[src/rtl/bfr_pkg.sv]
// shared types, constants and the crc-8 byte update for the frame receiver
// no dependencies
`timescale 1ns / 1ps

package bfr_pkg;

    localparam logic [15:0] SYNC_WORD = 16'hAA55;
    localparam logic [7:0]  CRC_POLY  = 8'h07;

    localparam int BYTE_W = 8;
    localparam int CNT_W  = 17;

    // configuration register indexes
    localparam logic REG_EXPECTED_TYPE = 1'b0;
    localparam logic REG_EXPECTED_SIZE = 1'b1;

    typedef enum logic [2:0] {
        PH_HUNT    = 3'd0,
        PH_HEADER  = 3'd1,
        PH_PAYLOAD = 3'd2,
        PH_CRC     = 3'd3,
        PH_SKIP    = 3'd4
    } phase_t;

    typedef enum logic [1:0] {
        ST_OK       = 2'd0,
        ST_CRC_ERR  = 2'd1,
        ST_TYPE_ERR = 2'd2,
        ST_SIZE_ERR = 2'd3
    } status_t;

    localparam logic KIND_DATA    = 1'b0;
    localparam logic KIND_VERDICT = 1'b1;

    typedef struct packed {
        logic                valid;
        logic                kind;
        logic [BYTE_W-1:0]   data;
        status_t             status;
        logic                last;
    } res_t;

    // msb-first crc-8, no reflection
    function automatic logic [7:0] crc8_byte(input logic [7:0] crc, input logic [7:0] b);
        logic [7:0] c;
        c = crc ^ b;
        for (int i = 0; i < 8; i++) begin
            if (c[7])
                c = {c[6:0], 1'b0} ^ CRC_POLY;
            else
                c = {c[6:0], 1'b0};
        end
        return c;
    endfunction

endpackage

[src/rtl/bfr_parser.sv]
// frame parser: sync hunt, header check, payload pass-through and crc verdict
// depends on bfr_pkg
`timescale 1ns / 1ps

module bfr_parser (
    input  logic                      clk,
    input  logic                      rst_n,
    input  logic                      step,
    input  logic [7:0]                rx,
    input  logic [15:0]               cfg_type,
    input  logic [15:0]               cfg_size,
    output bfr_pkg::res_t             res
);
    import bfr_pkg::*;

    phase_t              phase_reg, phase_next;
    logic [BYTE_W-1:0]   prev_byte_reg, prev_byte_next;
    logic                prev_valid_reg, prev_valid_next;
    logic [23:0]         hdr_reg, hdr_next;
    logic [1:0]          hcnt_reg, hcnt_next;
    logic [CNT_W-1:0]    cnt_reg, cnt_next;
    logic [7:0]          crc_reg, crc_next;

    logic [31:0]         hdr_full;
    logic [15:0]         hdr_type;
    logic [15:0]         hdr_size;
    logic [CNT_W-1:0]    cnt_dec;

    assign hdr_full = {rx, hdr_reg};
    assign hdr_type = hdr_full[15:0];
    assign hdr_size = hdr_full[31:16];
    assign cnt_dec  = cnt_reg - CNT_W'(1);

    always_comb
    begin
        phase_next      = phase_reg;
        prev_byte_next  = prev_byte_reg;
        prev_valid_next = prev_valid_reg;
        hdr_next        = hdr_reg;
        hcnt_next       = hcnt_reg;
        cnt_next        = cnt_reg;
        crc_next        = crc_reg;
        res             = '0;
        res.status      = ST_OK;
        if (step)
        begin
            unique case (phase_reg)
                PH_HEADER:
                begin
                    hdr_next = hdr_full[31:8];
                    if (hcnt_reg != 2'd3)
                    begin
                        hcnt_next = hcnt_reg + 2'd1;
                    end
                    else
                    begin
                        hcnt_next = 2'd0;
                        if (hdr_type != cfg_type || hdr_size != cfg_size)
                        begin
                            phase_next = PH_SKIP;
                            cnt_next   = {1'b0, hdr_size} + CNT_W'(1);
                            res.valid  = 1'b1;
                            res.kind   = KIND_VERDICT;
                            res.status = (hdr_type != cfg_type) ? ST_TYPE_ERR
                                                                : ST_SIZE_ERR;
                        end
                        else
                        begin
                            crc_next   = 8'd0;
                            cnt_next   = {1'b0, hdr_size};
                            phase_next = (hdr_size == 16'd0) ? PH_CRC : PH_PAYLOAD;
                        end
                    end
                end
                PH_PAYLOAD:
                begin
                    crc_next = crc8_byte(crc_reg, rx);
                    cnt_next = cnt_dec;
                    if (cnt_dec == '0)
                        phase_next = PH_CRC;
                    res.valid = 1'b1;
                    res.kind  = KIND_DATA;
                    res.data  = rx;
                end
                PH_CRC:
                begin
                    phase_next      = PH_HUNT;
                    prev_valid_next = 1'b0;
                    prev_byte_next  = '0;
                    res.valid       = 1'b1;
                    res.kind        = KIND_VERDICT;
                    res.status      = (rx == crc_reg) ? ST_OK : ST_CRC_ERR;
                    res.last        = 1'b1;
                end
                PH_SKIP:
                begin
                    cnt_next = cnt_dec;
                    if (cnt_dec == '0)
                    begin
                        phase_next      = PH_HUNT;
                        prev_valid_next = 1'b0;
                        prev_byte_next  = '0;
                    end
                end
                default:
                begin
                    // sliding two-byte window, 0x55 then 0xaa
                    if (prev_valid_reg && {rx, prev_byte_reg} == SYNC_WORD)
                    begin
                        phase_next      = PH_HEADER;
                        hcnt_next       = 2'd0;
                        hdr_next        = '0;
                        prev_valid_next = 1'b0;
                        prev_byte_next  = '0;
                    end
                    else
                    begin
                        phase_next      = PH_HUNT;
                        prev_byte_next  = rx;
                        prev_valid_next = 1'b1;
                    end
                end
            endcase
        end
    end

    always_ff @(posedge clk or negedge rst_n)
    begin
        if (!rst_n)
        begin
            phase_reg      <= PH_HUNT;
            prev_byte_reg  <= '0;
            prev_valid_reg <= 1'b0;
            hdr_reg        <= '0;
            hcnt_reg       <= '0;
            cnt_reg        <= '0;
            crc_reg        <= '0;
        end
        else
        begin
            phase_reg      <= phase_next;
            prev_byte_reg  <= prev_byte_next;
            prev_valid_reg <= prev_valid_next;
            hdr_reg        <= hdr_next;
            hcnt_reg       <= hcnt_next;
            cnt_reg        <= cnt_next;
            crc_reg        <= crc_next;
        end
    end

endmodule

[src/rtl/binary_frame_receiver_crc8_core.sv]
// top level of the sync-word frame receiver with crc-8 check
// depends on bfr_pkg and bfr_parser
`timescale 1ns / 1ps

// usage
// input channel: in_valid / in_stall carry one received byte (rx_byte) per word.
// output channel: out_valid / out_stall carry one result word: a payload byte
//   (kind 0, data_byte) or a frame verdict (kind 1, status, last).
// a word is taken at a rising edge where valid is high and stall is low.
// configuration: cfg_wr_en writes cfg_data to the register at cfg_index
//   (0 expected type, 1 expected size); write only while the block is idle.
// path: an accepted byte is held in the input register and parsed at an edge
//   where the output can advance; its result word, if any, enters out_reg there.
// throughput: one byte per cycle unless out_stall holds a result; a parser
//   step is one pass through the header compare or the unrolled crc-8 update.
// many bytes (sync, header, skipped bytes) give no result word.
// reset: no word held, config and parser registers cleared to 0, parser hunting for sync.
// stall: while out_stall holds a waiting result, the parser stops and
//   in_stall rises once the input register is full; nothing is dropped.

module binary_frame_receiver_crc8_core (
    input  logic        clk,
    input  logic        rst_n,
    input  logic        in_valid,
    output logic        in_stall,
    input  logic [7:0]  rx_byte,
    output logic        out_valid,
    input  logic        out_stall,
    output logic        kind,
    output logic [7:0]  data_byte,
    output logic [1:0]  status,
    output logic        last,
    input  logic        cfg_wr_en,
    input  logic        cfg_index,
    input  logic [15:0] cfg_data
);
    import bfr_pkg::*;

    logic [15:0]       exp_type_reg;
    logic [15:0]       exp_size_reg;
    logic              in_valid_reg;
    logic [BYTE_W-1:0] in_byte_reg;
    logic              out_valid_reg;
    res_t              out_reg;
    res_t              res;
    logic              adv;
    logic              step;

    // output register free or being emptied this cycle
    assign adv      = !out_valid_reg || !out_stall;
    assign step     = in_valid_reg && adv;
    assign in_stall = in_valid_reg && !adv;

    bfr_parser u_parser (
        .clk      (clk),
        .rst_n    (rst_n),
        .step     (step),
        .rx       (in_byte_reg),
        .cfg_type (exp_type_reg),
        .cfg_size (exp_size_reg),
        .res      (res)
    );

    always_ff @(posedge clk or negedge rst_n)
    begin
        if (!rst_n)
        begin
            exp_type_reg <= '0;
            exp_size_reg <= '0;
        end
        else if (cfg_wr_en)
        begin
            unique case (cfg_index)
                REG_EXPECTED_TYPE: exp_type_reg <= cfg_data;
                REG_EXPECTED_SIZE: exp_size_reg <= cfg_data;
            endcase
        end
    end

    always_ff @(posedge clk or negedge rst_n)
    begin
        if (!rst_n)
            in_valid_reg <= 1'b0;
        else if (in_valid && !in_stall)
            in_valid_reg <= 1'b1;
        else if (adv)
            in_valid_reg <= 1'b0;
    end

    always_ff @(posedge clk)
    begin
        if (in_valid && !in_stall)
            in_byte_reg <= rx_byte;
    end

    always_ff @(posedge clk or negedge rst_n)
    begin
        if (!rst_n)
            out_valid_reg <= 1'b0;
        else if (adv)
            out_valid_reg <= step && res.valid;
    end

    always_ff @(posedge clk)
    begin
        if (adv)
            out_reg <= res;
    end

    assign out_valid = out_valid_reg;
    assign kind      = out_reg.kind;
    assign data_byte = out_reg.data;
    assign status    = out_reg.status;
    assign last      = out_reg.last;

endmodule

[config.mk]
export PLATFORM = sky130hd
export DESIGN_NAME = binary_frame_receiver_crc8_core
export DESIGN_NICKNAME = d
export VERILOG_FILES = /design/src/rtl/bfr_pkg.sv /design/src/rtl/bfr_parser.sv /design/src/rtl/binary_frame_receiver_crc8_core.sv
export SDC_FILE = /design/constraint.sdc
export NUM_CORES = 1
export LEC_CHECK = 0
export ABC_AREA = 1
export BUFFER_PORTS_ARGS = -buffer_cell sky130_fd_sc_hd__buf_2
export CAP_MARGIN = 20
export CORE_MARGIN = 5
export CORE_UTILIZATION = 61
export DETAILED_ROUTE_END_ITERATION = 10
export GPL_TIMING_DRIVEN = 0
export PLACE_DENSITY_LB_ADDON = 0.3
export SYNTH_ARGS = -nofsm -noshare
export SYNTH_HDL_FRONTEND = slang
export SYNTH_HIERARCHICAL = 1
export SYNTH_SLANG_ARGS = --single-unit
[constraint.sdc]
create_clock -name clk -period 2.5 [get_ports clk]
set_input_delay 0.5 -clock clk [delete_from_list [all_inputs] [get_ports clk]]
set_output_delay 0.5 -clock clk [all_outputs]
set_load 0.02 [all_outputs]
# After elaboration in Yosys (flattened, before gate mapping)
# Index checks and enable logic that the tools add are counted.
[totals]
register_bits = 117
inputBits = 30
output_inout_bits = 14
word_cells = 131
[op_classes]
n_addsub = 3
eq_ne = 13
muxes = 59
n_bitwise = 12
reduce_logical = 28
[op_table]
columns = ["cell", "count"]
rows = [
  ["two-way mux 8 bit", 19],
  ["one-hot mux 24 bit (2 select lines)", 1],
  ["two-way mux 3 bit", 12],
  ["two-way mux 17 bit", 2],
  ["one-hot mux 17 bit (2 select lines)", 1],
  ["!= test 16 bit", 2],
  ["two-way mux 24 bit", 1],
  ["NOT 3 bit", 8],
  ["one-hot mux 8 bit (3 select lines)", 1],
  ["adder 16 x 1 -> 17 bit (second input constant)", 1],
  ["zero test 17 bit", 1],
  ["subtractor 17 x 1 -> 17 bit (second input constant)", 1],
  ["== test 16 bit (second input constant)", 1],
  ["zero test 16 bit", 1],
  ["one-hot mux 8 bit (2 select lines)", 1],
  ["two-way mux 13 bit", 1],
  ["two-way mux 2 bit", 6],
  ["one-hot mux 3 bit (4 select lines)", 1],
  ["two-way mux 1 bit", 9],
  ["AND reduction 3 bit", 3],
  ["== test 8 bit", 1],
  ["one-hot mux 2 bit (2 select lines)", 2],
  ["AND reduction 4 bit", 2],
  ["nonzero test 2 bit", 4],
  ["16 further kinds", 33],
]

# Depth between registers and ports, before layout
[depth]
depth_word = 32
depth_mapped = 15
depth_no_buf = 15

# Hierarchy
# Netlist, hierarchy kept.
[by_module_without_submodules]
columns = ["module", "n_inst", "cells_per_inst", "area_each_um2", "seq_area_each_um2"]
rows = [
  ["bfr_parser", 1, 711, 4797.1, 1576.5],
  ["binary_frame_receiver_crc8_core", 1, 172, 2013.2, 1451.4],
]

# Worst setup path after synthesis
# No wires, ideal clock.
[synth_timing]
kind = "register -> register"
startpoint = "register out_valid_reg, in the netlist out_valid"
endpoint = "register u_parser.hcnt_reg[1]"
setup_ps = 117
t_arrival_ps = 1778
required_ps = 2383
path_slack_ps = 604
path_stages_with_launch = 9
n_path_buf = 2
synth_period_minus_slack_ps = 1896
path_cell_list = "dfrtp_1 a21boi_0 inv_1 nor2_2 inv_1 buf_2 buf_2 nand3_1 nand2_1"
[synth_between]
elab_chain_cells = 4
[synth_rtl]
columns = ["element", "line", "source"]
rows = [
  ["start, declared", "binary_frame_receiver_crc8_core.sv:43", "logic out_valid_reg;"],
  ["start signal, assigned", "binary_frame_receiver_crc8_core.sv:101", "out_valid_reg <= step && res.valid;"],
  ["zero test 1 bit", "binary_frame_receiver_crc8_core.sv:50", "assign adv = !out_valid_reg || !out_stall;"],
  ["logical OR 1 bit", "binary_frame_receiver_crc8_core.sv:50", ""],
  ["logical AND 1 bit", "binary_frame_receiver_crc8_core.sv:51", "assign step = in_valid_reg && adv;"],
  ["named net step", "binary_frame_receiver_crc8_core.sv:47", "logic step;"],
  ["AND reduction 3 bit (no source line)", "-", ""],
  ["end signal, assigned", "bfr_parser.sv:145", "hcnt_reg <= hcnt_next;"],
  ["end, declared", "bfr_parser.sv:20", "logic [1:0] hcnt_reg, hcnt_next;"],
]
# The timed path passes the listed nets, and every way through them passes these cells.
# A chain may end at the register's enable or synchronous reset.

# Final worst setup path
[layout_timing]
startpoint = "register in_byte_reg[6]"
endpoint = "register u_parser.hdr_reg[20]"
[layout_between]
elab_chain_cells = 4
[layout_rtl]
columns = ["element", "line", "source"]
rows = [
  ["start, declared", "binary_frame_receiver_crc8_core.sv:42", "logic [BYTE_W-1:0] in_byte_reg;"],
  ["start signal, assigned", "binary_frame_receiver_crc8_core.sv:93", "in_byte_reg <= rx_byte;"],
  ["== test 16 bit", "bfr_parser.sv:108", "if (prev_valid_reg && {rx, prev_byte_reg} == SYNC_WORD)"],
  ["logical AND 1 bit", "bfr_parser.sv:108", ""],
  ["nonzero test 2 bit (no source line)", "-", ""],
  ["AND reduction 3 bit (no source line)", "-", ""],
  ["end signal, assigned", "bfr_parser.sv:144", "hdr_reg <= hdr_next;"],
  ["end, declared", "bfr_parser.sv:19", "logic [23:0] hdr_reg, hdr_next;"],
]
# Every way passes these cells.

==> results.txt <==
The number of global-route vias before repair is 5877. The initial antenna violation count was 0; the later-pin clock latency in the skew report was 0.54 ns. The worst ir drop on vdd was 0.602 mV. Filler cell count in the final layout: 860.

The count of nets left with antenna violations once routing finished came out at 0. The internal portion of the total power is 3.70 mW. Vertical extent of the die: 116 um. The total number of H-tree levels was 4. Sequential cells account for 42.9% of the total power. Pin slew with the least headroom to its limit: 0.716 ns.

The fraction of synthesis flops using an asynchronous set or reset pin was 82.9%; the part of the power in combinational logic was 9.8%. After synthesis, flip-flops and latches occupy 44.5% of the total area. The average vias per placed instance is 5.52. In the layout the commonest cells are nand2_1 (266), nand3_1 (98), dfrtp_1 (97). For the worst setup path, the data required time is 2.89 ns. Cells with a size suffix above 1 make up 14.6% of the layout. STA classifies the critical path startpoint as a register.

The class of the most critical setup path was reg2reg. The maximum frequency from static timing analysis came out at 423 MHz. The net total in the final layout is 983.

Detailed placement finished with a half-perimeter wire length of 12100 um. Dividing the final minimum period by the clock period gives 94.5%. The logs give 0 for the count of pins over their slew limit and 7390 um for the length of routed wiring on met1. The endpoint of the lowest-slack register-to-register path is u_parser/hdr_reg[20]. Endpoint type of the worst setup path: a register. Setup repair after global routing left no endpoint under its margin.

The area growth from synthesis to layout is 14.6%. Entering global routing, the biggest net connects 63 pins. The worst hold path belongs to the class in2reg.

The die covers 0.0134 mm^2. Setup violations remaining at the end of the flow were counted as 0. The multi-input combinational cells in the finished layout cover a total of 0.00323 mm^2. The number of cells on the worst reg-to-reg path is 7.

The routed wire length is 17100 um. Summing the areas of all fa, ha and maj instances in the mapped netlist gives 1.47% of the synthesized area. Global routing used 27.8% of the available tracks.

In the detailed route, the total length drawn on met3 is 1260 um. The total power per unit cell area works out to 630 mW/mm^2. Highest-delay cell along the critical path: edfxtp_1. The flow ran to the end, and the final reports show no timing, DRC or antenna violations. The count of unique library cells instantiated by Yosys is 43. In this run the critical register-to-register path is launched from in_byte_reg[6]. The critical path runs through a total of 7 cells. Counting I/O delays and the setup requirement, the final critical path takes 2.36 ns. The run gives 52.0% as the worst slew slack as a fraction of its limit. In the detailed route, the total length drawn on met2 is 8060 um.

The mux cell area share after synthesis was 0%. Horizontal die dimension: 116 um. The detailed router placed 6058 vias in this run. In this run, the clock network consumes 47.3% of the power.

The tree is rooted in a clkbuf_8. The number of port buffers works out to 41. The largest clock skew in the final design is 0.0167 ns, and the number of CTS-inserted buffers is 17. The top routing layer in use is met4.

The first global-routing pass estimated 28600 um of wire. The largest delay contributor family on the critical path was simple AND/OR/NAND/NOR gates. The cell count of the worst hold path was 1. In the synthesized netlist the dominant register cell turns out to be dfrtp_1. For this run, the number of Yosys warnings is 6. The register with the most flip-flops in the layout has 24 of them. Complex-gate fraction of the synthesized area: 6.26%.

The logs give 38 for the site row count and 0.00303 mm^2 for the area of all sequential standard cells. End point of the critical path: u_parser/hdr_reg[20]. The run gives 674 as the iteration-0 DRC count of the detailed router. Tracing the worst setup path back leads to its startpoint at in_byte_reg[6]. By area, the combinational part of the netlist is dominated by simple AND/OR/NAND/NOR gates. A synthesized cell averages 7.71 um^2. Worst setup slack after layout: 0.138 ns.

For this design the static power due to leakage is 4.07 nW. The tools report the worst endpoint data arrival time as 2.76 ns. Leaving out fill and tap cells, the most frequent cell in the layout is nand2_1. The synthesized-area fraction occupied by and/or/nand/nor cells works out to 33.0%. In this design, the stage delay of the slowest critical-path cell is 0.52 ns.

For the worst slack at placement, the log shows 0.0133 ns. Walking the worst path, the cells encountered are inv_2 -> nand2_1 -> nor4_1 -> nand3_1 -> nand2_2 -> buf_4 -> o22ai_1. Along the worst path, the maximum fanout reaches 10.

The tool flagged a number of max-cap violations equal to 0. For this run, the number of standard cells in the final layout without fillers is 1098. For this configuration, the core starts out at a cell density of 62.5%. The clock-pin slew reported for the worst setup and hold paths after clock tree synthesis was 0.06 ns; the cell count after synthesis was 883.

The clock passes through at most 2 buffers. The synthesized-area fraction occupied by xor and xnor cells works out to 6.80%. Net switching is 24.7% of the power. For this design the total switching power over the nets is 1.22 mW.

The power after layout is 4.91 mW. Routability-driven placement finished with a final weighted congestion of 0.952. The logs give 5 for the number of optimization iterations in the first detailed-route pass and 1065 for the number of placed instances with taps included. Global routing finished with a remaining overflow of 0.

The core region is 0.0109 mm^2. For flop-to-flop paths, the worst setup slack is 0.14 ns. The diode insertion count for antenna repair is 0, and the total of flip-flops plus latches after synthesis is 117.

Count of endpoints failing hold in the final timing report: 0. After detailed routing, the number of remaining DRC violations is 0. The count of buffer and inverter cells on the critical path is 2.

TritonCTS built the clock tree. For this design the top-level I/O count stands at 44. After synthesis the cells add up to 0.00681 mm^2. The number of enable-type register cells in the synthesized netlist was 20. The synthesized net count is 921. The run gives 117 as the number of sinks handled by clock tree synthesis. The average routed wire per standard cell is 15.6 um.
## cells in the mapped netlist, types with 2 or more instances
library cell	number	share of area (%)
xor2_1	40	5.1
buf_4	9	0.99
buf_2	11	0.81
buf_6	6	0.99
inv_2	11	0.61
o22ai_1	15	1.4
nor2_1	84	4.6
clkbuf_1	4	0.22
xnor2_1	11	1.4
a21oi_2	2	0.26
ha_1	8	1.5
nor4_1	4	0.37
a21oi_1	20	1.5
dfrtp_1	97	36
nand2_4	3	0.50
nand3_1	98	7.2
nand4_1	10	0.92
nand2_2	9	0.83
nand2_1	266	15
o21ai_1	10	0.73
nand3b_1	3	0.33
nor3_2	2	0.29
nor2_2	6	0.55
inv_1	77	4.2
o21ai_0	19	1.4
nor3_1	19	1.4
nor2_4	4	0.66
edfxtp_1	20	8.8
## kinds of logic (layout without fill, tap and decap cells)
logic type                 Yosys count  count (layout)
adders and majority gates            8               8
xor gates and xnor gates            52              52
DFF                                117             117
and+or+nand+nor                    512             512
AOI/OAI and AO/OA                   74              74
buffers and inverters              120             195
## stage by stage
step	cell area [um^2]	utilization [%]	TNS [ns]	hold WS (ns)
finish	7810	71.7	0	0.137
CTS	7810	71.7	0	0.114
floorplan	6810	-	0	0.204
detailed placement	7220	66.3	0	0.460
global placement	7190	66.0	-8.88	0.454
global route	7810	71.7	0	0.105
## worst min-delay path by stage
stage	endpoint	from	slack (ns)
6_report	in_byte_reg[0]	rx_byte[0]	0.14
5_1_grt	in_byte_reg[6]	rx_byte[6]	0.10
4_1_cts	in_byte_reg[2]	rx_byte[2]	0.11
3_5_place_dp	u_parser/prev_byte_reg[0]	u_parser/prev_byte_reg[0]	0.46
3_3_place_gp	u_parser/prev_byte_reg[0]	u_parser/prev_byte_reg[0]	0.45
2_1_floorplan	exp_size_reg[0]	rst_n	0.20
## routing by layer
layer | vias to the layer above | track usage [%]
met5 | - | 0
met4 | 0 | 10.5
met3 | 31 | 7.52
met2 | 270 | 44.0
met1 | 2785 | 36.9
li1 | 2972 | -
## layout make-up
class / instances / share of cell area (%)
Multi-Input combinational cell: 646 / 41.4
Sequential cell: 117 / 38.8
Clock buffer: 25 / 6.49
Inverter: 90 / 4.39
Timing Repair Buffer: 43 / 3.14
Buffer: 30 / 2.63
Tap cell: 140 / 2.24
Clock inverter: 7 / 0.882
## power groups by stage
stage	registers (mW)	logic [mW]	clock network, mW
2_1_floorplan	2.11	0.339	0
3_3_place_gp	2.13	0.459	0
3_5_place_dp	2.14	0.477	0
4_1_cts	2.11	0.483	2.36
5_1_grt	2.12	0.549	2.47
6_report	2.11	0.484	2.32
## repair_timing
item / CTS / global route
endpoints found under the hold margin: 35 / 0
setup endpoints to repair: 0 / 22
resized for setup: 0 / 1
hold buffers: 1 / 0
buffers inserted: 0 / 0
Note: power is estimated with default switching activity, not from simulation.
